## src/rtl/htcg_pkg.sv

```systemverilog
package htcg_pkg;

  localparam int HEIGHT_W = 32;
  localparam int COLOR_W  = 24;
  localparam int CHAN_W   = 8;
  localparam int SPAN_W   = HEIGHT_W + 1;
  localparam int NUM_W    = HEIGHT_W + CHAN_W;
  localparam int Q_STEPS  = CHAN_W;
  localparam int CNT_W    = $clog2(Q_STEPS);

  localparam logic [HEIGHT_W-1:0] HEIGHT_MAX = {1'b0, {(HEIGHT_W-1){1'b1}}};
  localparam logic [HEIGHT_W-1:0] HEIGHT_MIN = {1'b1, {(HEIGHT_W-1){1'b0}}};
  localparam logic [CHAN_W-1:0]   CHAN_FULL  = {CHAN_W{1'b1}};

  // item functions
  localparam logic [1:0] FUNC_CLEAR = 2'd0;
  localparam logic [1:0] FUNC_ACCUM = 2'd1;
  localparam logic [1:0] FUNC_COLOR = 2'd2;

  // colour schemes, code three fades blue as well
  localparam logic [1:0] SCHEME_BLUE  = 2'd0;
  localparam logic [1:0] SCHEME_GREEN = 2'd1;
  localparam logic [1:0] SCHEME_RED   = 2'd2;

  // configuration register indexes
  localparam logic REG_COLOR_SCHEME = 1'b0;

  typedef struct packed {
    logic load;       // word accepted on the input channel
    logic prep;       // form span and offset of the latched height
    logic check;      // classify and seed the divider
    logic div_step;   // one quotient bit
    logic write_out;  // load the output register
  } htcg_cmd_t;

  typedef struct packed {
    logic skip;       // result needs no division
    logic out_free;   // output register can take a word
  } htcg_status_t;

endpackage

```

## src/rtl/htcg_ctrl.sv

```systemverilog
module htcg_ctrl
  import htcg_pkg::*;
(
  input  logic         clk,
  input  logic         rst,
  input  logic         in_valid,
  input  logic [1:0]   func,
  output logic         in_ready,
  input  htcg_status_t status,
  output htcg_cmd_t    cmd
);

  typedef enum logic [3:0] {
    S_IDLE  = 4'b0001,
    S_PREP  = 4'b0010,
    S_CHECK = 4'b0100,
    S_DIV   = 4'b1000
  } state_t;

  state_t           state, state_next;
  logic [CNT_W-1:0] cnt;
  logic             done_phase;
  logic             done_phase_next;

  // final hand-off happens in idle-like wait, tracked separately
  assign in_ready = (state == S_IDLE) && !done_phase;

  always_comb begin
    cmd             = '0;
    state_next      = state;
    done_phase_next = done_phase;
    case (state)
      S_IDLE: begin
        if (done_phase) begin
          if (status.out_free) begin
            cmd.write_out   = 1'b1;
            done_phase_next = 1'b0;
          end
        end else if (in_valid) begin
          cmd.load = 1'b1;
          if (func == FUNC_COLOR) begin
            state_next = S_PREP;
          end
        end
      end
      S_PREP: begin
        cmd.prep   = 1'b1;
        state_next = S_CHECK;
      end
      S_CHECK: begin
        cmd.check = 1'b1;
        if (status.skip) begin
          state_next      = S_IDLE;
          done_phase_next = 1'b1;
        end else begin
          state_next = S_DIV;
        end
      end
      S_DIV: begin
        cmd.div_step = 1'b1;
        if (cnt == CNT_W'(Q_STEPS - 1)) begin
          state_next      = S_IDLE;
          done_phase_next = 1'b1;
        end
      end
      default: begin
        state_next      = S_IDLE;
        done_phase_next = 1'b0;
      end
    endcase
  end

  always_ff @(posedge clk) begin
    if (rst) begin
      state      <= S_IDLE;
      done_phase <= 1'b0;
      cnt        <= '0;
    end else begin
      state      <= state_next;
      done_phase <= done_phase_next;
      if (cmd.check) begin
        cnt <= '0;
      end else if (cmd.div_step) begin
        cnt <= cnt + 1'b1;
      end
    end
  end

  a_write_free: assert property (@(posedge clk) disable iff (rst)
    cmd.write_out |-> status.out_free)
    else $error("output written while occupied");

  a_div_ends: assert property (@(posedge clk) disable iff (rst)
    (state == S_DIV && cnt == CNT_W'(Q_STEPS - 1)) |=> (state == S_IDLE && done_phase))
    else $error("division did not end after its last step");

  a_no_accept_busy: assert property (@(posedge clk) disable iff (rst)
    cmd.load |-> (state == S_IDLE && !done_phase))
    else $error("word accepted while busy");

endmodule

```

## src/rtl/htcg_dp.sv

```systemverilog
module htcg_dp
  import htcg_pkg::*;
(
  input  logic                clk,
  input  logic                rst,
  input  htcg_cmd_t           cmd,
  output htcg_status_t        status,
  input  logic [1:0]          color_scheme,
  input  logic [1:0]          func,
  input  logic [HEIGHT_W-1:0] height,
  input  logic                has_preset,
  input  logic [COLOR_W-1:0]  preset_color,
  output logic                out_valid,
  input  logic                out_ready,
  output logic [COLOR_W-1:0]  rgb_color
);

  logic signed [HEIGHT_W-1:0] lowest, highest, h_r;
  logic                       preset_r;
  logic [COLOR_W-1:0]         preset_color_r;
  logic signed [SPAN_W-1:0]   span_r, diff_r;
  logic                       white_now, sat_now, white_r, sat_r;
  logic [NUM_W-1:0]           num;
  logic [HEIGHT_W-1:0]        rem;
  logic [CHAN_W-1:0]          nl, q;
  logic [SPAN_W-1:0]          trial, sub;
  logic                       ge;
  logic [CHAN_W-1:0]          c, nc;
  logic [COLOR_W-1:0]         color;

  // empty map, flat map or height at or below the minimum give white
  assign white_now = span_r[SPAN_W-1] || (span_r == '0) ||
                     diff_r[SPAN_W-1] || (diff_r == '0);
  assign sat_now   = (diff_r >= span_r);
  assign status.skip     = preset_r || white_now || sat_now;
  assign status.out_free = !out_valid || out_ready;

  // offset times 255 as a shift and subtract
  assign num = {diff_r[HEIGHT_W-1:0], CHAN_W'(0)} - {CHAN_W'(0), diff_r[HEIGHT_W-1:0]};

  assign trial = {rem, nl[CHAN_W-1]};
  assign sub   = trial - {1'b0, span_r[HEIGHT_W-1:0]};
  assign ge    = !sub[SPAN_W-1];

  assign c  = white_r ? '0 : (sat_r ? CHAN_FULL : q);
  assign nc = ~c;

  always_comb begin
    case (color_scheme)
      SCHEME_GREEN: color = {CHAN_FULL, nc, CHAN_FULL};
      SCHEME_RED:   color = {nc, CHAN_FULL, CHAN_FULL};
      default:      color = {CHAN_FULL, CHAN_FULL, nc};
    endcase
  end

  always_ff @(posedge clk) begin
    if (rst) begin
      lowest  <= HEIGHT_MAX;
      highest <= HEIGHT_MIN;
    end else if (cmd.load) begin
      if (func == FUNC_CLEAR) begin
        lowest  <= HEIGHT_MAX;
        highest <= HEIGHT_MIN;
      end else if (func == FUNC_ACCUM) begin
        if ($signed(height) < lowest) begin
          lowest <= height;
        end
        if ($signed(height) > highest) begin
          highest <= height;
        end
      end
    end
  end

  always_ff @(posedge clk) begin
    if (cmd.load) begin
      h_r            <= height;
      preset_r       <= has_preset;
      preset_color_r <= preset_color;
    end
    if (cmd.prep) begin
      span_r <= {highest[HEIGHT_W-1], highest} - {lowest[HEIGHT_W-1], lowest};
      diff_r <= {h_r[HEIGHT_W-1], h_r} - {lowest[HEIGHT_W-1], lowest};
    end
    if (cmd.check) begin
      white_r <= white_now;
      sat_r   <= sat_now;
      rem     <= num[NUM_W-1:CHAN_W];
      nl      <= num[CHAN_W-1:0];
      q       <= '0;
    end
    if (cmd.div_step) begin
      rem <= ge ? sub[HEIGHT_W-1:0] : trial[HEIGHT_W-1:0];
      nl  <= {nl[CHAN_W-2:0], 1'b0};
      q   <= {q[CHAN_W-2:0], ge};
    end
    if (cmd.write_out) begin
      rgb_color <= preset_r ? preset_color_r : color;
    end
  end

  always_ff @(posedge clk) begin
    if (rst) begin
      out_valid <= 1'b0;
    end else begin
      out_valid <= cmd.write_out || (out_valid && !out_ready);
    end
  end

  a_extrema_hold: assert property (@(posedge clk) disable iff (rst)
    !cmd.load |=> ($stable(lowest) && $stable(highest)))
    else $error("extrema changed without an input word");

  a_rem_bound: assert property (@(posedge clk) disable iff (rst)
    cmd.div_step |-> (rem < span_r[HEIGHT_W-1:0]))
    else $error("partial remainder not below the span");

  a_quot_bound: assert property (@(posedge clk) disable iff (rst)
    (cmd.write_out && !preset_r && !white_r && !sat_r) |-> (q != CHAN_FULL))
    else $error("quotient reached full scale without saturation");

endmodule

```

## src/rtl/height_to_color_gradient.sv

```systemverilog
// height to colour gradient, min/max normalised colour map
// input channel (in_valid/in_ready) carries one word: func, height,
// has_preset, preset_color. func clear resets the running extrema, func
// accumulate folds height into the stored minimum and maximum, func colour
// gives one word on the output channel (out_valid/out_ready, rgb_color)
// clear and accumulate give no output word and leave the controller idle
// a colour word with a preset, or whose result is white or full scale,
// goes through prep and check straight to the hand-off; otherwise the
// 8-bit quotient comes from a restoring divider, one bit a cycle, before
// the hand-off, which waits for a free output register; the output word
// is shown the cycle after the controller hands it over
// the output register holds a finished word while the receiver stalls;
// a new word is taken then, and the next colour result waits for the slot
// the apb port holds color_scheme at byte address 0, pready is always high
// synchronous reset clears the extrema to the empty map, the scheme to blue
// and the output register to empty
module height_to_color_gradient
  import htcg_pkg::*;
(
  input  logic                clk,
  input  logic                rst,
  // input channel
  input  logic                in_valid,
  output logic                in_ready,
  input  logic [1:0]          func,
  input  logic [HEIGHT_W-1:0] height,
  input  logic                has_preset,
  input  logic [COLOR_W-1:0]  preset_color,
  // output channel
  output logic                out_valid,
  input  logic                out_ready,
  output logic [COLOR_W-1:0]  rgb_color,
  // configuration port
  input  logic                psel,
  input  logic                penable,
  input  logic                pwrite,
  input  logic [2:0]          paddr,
  input  logic [31:0]         pwdata,
  output logic [31:0]         prdata,
  output logic                pready
);

  htcg_cmd_t    cmd;
  htcg_status_t status;
  logic [1:0]   color_scheme;
  logic         reg_sel;

  // word index of the register, byte lanes ignored
  assign reg_sel = paddr[2];
  assign pready  = 1'b1;

  always_ff @(posedge clk) begin
    if (rst) begin
      color_scheme <= SCHEME_BLUE;
    end else if (psel && penable && pwrite && pready && reg_sel == REG_COLOR_SCHEME) begin
      color_scheme <= pwdata[1:0];
    end
  end

  // reads of unmapped addresses return zero
  assign prdata = (reg_sel == REG_COLOR_SCHEME) ? {30'd0, color_scheme} : 32'd0;

  // sequencing of one word at a time
  htcg_ctrl u_ctrl (
    .clk      (clk),
    .rst      (rst),
    .in_valid (in_valid),
    .func     (func),
    .in_ready (in_ready),
    .status   (status),
    .cmd      (cmd)
  );

  // extrema, span, divider and output register
  htcg_dp u_dp (
    .clk          (clk),
    .rst          (rst),
    .cmd          (cmd),
    .status       (status),
    .color_scheme (color_scheme),
    .func         (func),
    .height       (height),
    .has_preset   (has_preset),
    .preset_color (preset_color),
    .out_valid    (out_valid),
    .out_ready    (out_ready),
    .rgb_color    (rgb_color)
  );

endmodule

```

## config.mk

```make
export PLATFORM = sky130hd
export DESIGN_NAME = height_to_color_gradient
export DESIGN_NICKNAME = d
export VERILOG_FILES = /design/src/rtl/htcg_pkg.sv /design/src/rtl/htcg_ctrl.sv /design/src/rtl/htcg_dp.sv /design/src/rtl/height_to_color_gradient.sv
export SDC_FILE = /design/constraint.sdc
export NUM_CORES = 1
export LEC_CHECK = 0
export BUFFER_PORTS_ARGS = -buffer_cell sky130_fd_sc_hd__buf_2
export CORE_MARGIN = 3
export CORE_UTILIZATION = 25
export DETAILED_ROUTE_END_ITERATION = 12
export PLACE_DENSITY = 0.39
export SLEW_MARGIN = 20
export SYNTH_ARGS = -nofsm -noshare
export SYNTH_HDL_FRONTEND = slang
export SYNTH_SLANG_ARGS = --single-unit
```

## constraint.sdc

```tcl
create_clock -name clk -period 4 [get_ports clk]
set_input_delay 0.4 -clock clk [delete_from_list [all_inputs] [get_ports clk]]
set_output_delay 0.4 -clock clk [all_outputs]
set_load 0.005 [all_outputs]
```

==> flow_summary.ini <==
[finish]
drive_above_1_share_pct = 10.8
antenna_cells = 0
fin_cells = 3178
nFillCells = 8103
layout.nets = 2444
syn_to_final_growth_pct = 16.7

[route]
drc = 0
vias_per_cell = 4.58
routed_wl_um = 51700
firstDrtPassIters = 5
wl_per_cell_um = 16.3
vias = 14600
antenna_left = 0
dr.first_iter.drc_count = 794

[critical_path]
r2r-start = u_dp.diff_r[0]
slowest_delay_ns = 0.55
cp-startpoint = u_dp.diff_r[0]
crit_fanout = 8
critical_path_class = reg -> reg
worstPathArrival_ns = 3.99
startpoint_type = register
worst-path-buf-inv = 0
critPathSlowestCell = a2111oi_2
crit_family = compound AO/OA/AOI/OAI gates
crit_required_ns = 4.26
endpoint_kind = register
path_cells = ha_1, and4bb_2, a2111oi_2, o41ai_4, nor4_2, o31a_1, a211oi_1, o2111ai_1, nand4_1, xnor2_1, mux2i_1

[clock_tree]
clock-sinks = 272
clockRootBuffer = clkbuf_16
clkTransAtPathRegs_ns = 0.06
clkLatencyLatePin_ns = 0.57
cts_inserted_buffers = 38
clockBufferDepth = 3
cts_tree = done
htree_levels = 2

[global_routing]
grt_use_total_pct = 12.7
grt_start_max_net_pins = 58
gr-max-usage-layer = met2
met3_usage_pct = 1.63
grt_use_met2_pct = 21.4
antenna_found_initial = 0
grt.overflow.total = 0
met1_usage_pct = 16.9
grt_pass1_vias = 14900
grt_pass1_wl_um = 82200

[timing]
fin_setup_tns_ns = 0
worst_slew_pin_slew_ns = 1.03
finalSetupViolCount = 0
period_needed_ns = 3.73
hold_viol = 0
post-route-period-util_pct = 93.2
fin_skew_ns = 0.0265
rsz0062_at_grt = no
max_slew_margin_pct = 31.4
hold_ws_ns = 0.0377
fmax_mhz = 268
maxSlewViolCount = 0

[yosys]
synthesis.instances = 1976
synth_cell_types = 81
async_flop_share_pct = 0
yosysSeqAreaShare_pct = 38.6
synth_most_common_cell = ha_1
synth.top_cell.area_share_pct = 30.6
synth_area_mm2 = 0.0192
synth_area_per_cell_um2 = 9.72
synth_ff_type = edfxtp_1
ys_warn_count = 0
synth_top_area_cell = edfxtp_1
synthTopCellsByCount = 221 x ha_1, 196 x edfxtp_1, 184 x inv_1, 168 x a21oi_1, 115 x nand2_1
ys_ff_latch = 272
synthTopCellsByArea = edfxtp_1 31%, ha_1 14%, dfxtp_1 7.9%
synth_edf_count = 196

[placement]
dp.cells = 3088
gp_congestion = 0.830
place_hpwl_um = 41200
numPortBuffers = 96

[die]
die_area_mm2 = 0.0802
core_area_mm2 = 0.0761
dieHeight_um = 283
die_w_um = 283
rows = 101
initial_core_util_pct = 25.3
io_pins = 160

[min_path]
hold_class = in -> reg
hold_start = preset_color[23]

[run_status]
status = finished, final reports clean

[pwr]
vdd_drop_max_uv = 206
p_leak_nw = 9.91
p_per_area_mw_per_mm2 = 316

[run]
cap_violations = 0
state kept, by name, summed over array words and instances, names as in the netlist:
register and cells:
u_ctrl.cnt 3, u_dp.diff_r 33, u_dp.rgb_color 24, u_dp.nl 8
u_dp.white_r 1, u_dp.sat_r 1, u_dp.preset_color_r 24, u_dp.lowest 32
color_scheme 2, u_dp.h_r 32, u_dp.rem 32, u_dp.preset_r 1
u_dp.q 8, u_ctrl.done_phase 1, u_dp.highest 32, u_dp.span_r 33
u_dp.out_valid 1, u_ctrl.state 4
final cells by class:
| type | instances | area, um2 | area share [%] |
|---|---|---|---|
| Multi-Input combinational cell | 1469 | 10800 | 48.2 |
| Sequential cell | 272 | 7410 | 33.0 |
| Tap cell | 1030 | 1290 | 5.75 |
| Clock buffer | 46 | 1010 | 4.51 |
| Timing Repair Buffer | 154 | 1010 | 4.49 |
| Inverter | 184 | 691 | 3.08 |
| Clock inverter | 23 | 216 | 0.966 |
cell usage in the layout, fill, tap and decap left out, types with 6 or more instances in the layout:
cell type / instances
nand3_1: 33
a31oi_1: 8
or3_1: 7
mux2i_1: 72
dfxtp_1: 76
buf_2: 96
clkinv_1: 7
conb_1: 31
clkbuf_16: 38
nor4_1: 14
a211oi_1: 15
o211ai_1: 17
ha_1: 221
nor2b_1: 31
a22o_1: 9
and2_1: 16
o21ai_0: 80
o21bai_1: 22
nand2_1: 115
buf_4: 34
nor3_1: 29
o31a_1: 9
o21a_1: 18
clkinv_2: 7
edfxtp_1: 196
dlygate4sd3_1: 21
nand4_1: 36
inv_1: 183
and3_1: 19
nor2_1: 109
a21o_1: 91
o22a_1: 31
o31ai_1: 6
a21oi_1: 168
xnor2_1: 76
nand2b_1: 51
a21boi_0: 6
xor2_1: 31
worst register-to-register path: cells and delay by family (launching register included):
kind	cells	cell delay, ns
AO/OA/AOI/OAI	5	1.46
AND/OR/NAND/NOR	3	0.64
flip-flops	1	0.52
adder cells (fa/ha/maj)	1	0.40
XOR/XNOR	1	0.29
multiplexers	1	0.12
per-stage QoR:
step                setup WS [ns]  total power, mW  area, um2  util, %
floorplan                   0.413             3.65      19300        -
finish                      0.271             7.08      22400     29.5
detailed placement          0.190             3.84      21000     27.6
global route              0.00495             7.43      22400     29.5
global placement            0.283             3.84      21000     27.6
CTS                         0.112             7.22      22400     29.5
per-layer routing:
metal | share of wire (%) | routed length [um]
met5 | 0 | 0
met4 | 3.2 | 1660
met3 | 2.5 | 1280
met2 | 46 | 24000
met1 | 48 | 24800
kinds of logic after synthesis:
group / count (synthesis) / share of synthesized area [%]
flops: 272 / 38.6
other cells: 2 / 0.0391
buf+inv: 264 / 6.02
fa+ha+maj: 224 / 14.7
mux: 72 / 3.75
xor+xnor: 107 / 4.88
compound gates: 538 / 18.7
simple gates: 497 / 13.3
final timing paths:
kind	to	slack (ns)	cells after the start
setup / recovery	u_dp.rem[30]	0.27	11
hold / removal	u_dp.preset_color_r[23]	0.04	1
setup reg to reg	u_dp.rem[30]	0.27	11
hold reg to reg	u_dp.lowest[20]	0.48	1
timing repair:
action | CTS | global route
gates resized for setup | 0 | 2
setup buffers | 0 | 0
hold buffers | 21 | 0
endpoints found under the hold margin | 21 | 0
setup endpoints to repair | 0 | 23
power breakdown:
group	switching (mW)	internal [mW]	total (mW)
combinational	0.376	0.271	0.647
sequential	0.0468	3.10	3.15
clock	1.34	1.95	3.28
No activity file was read; power rests on OpenSTA's default activity.
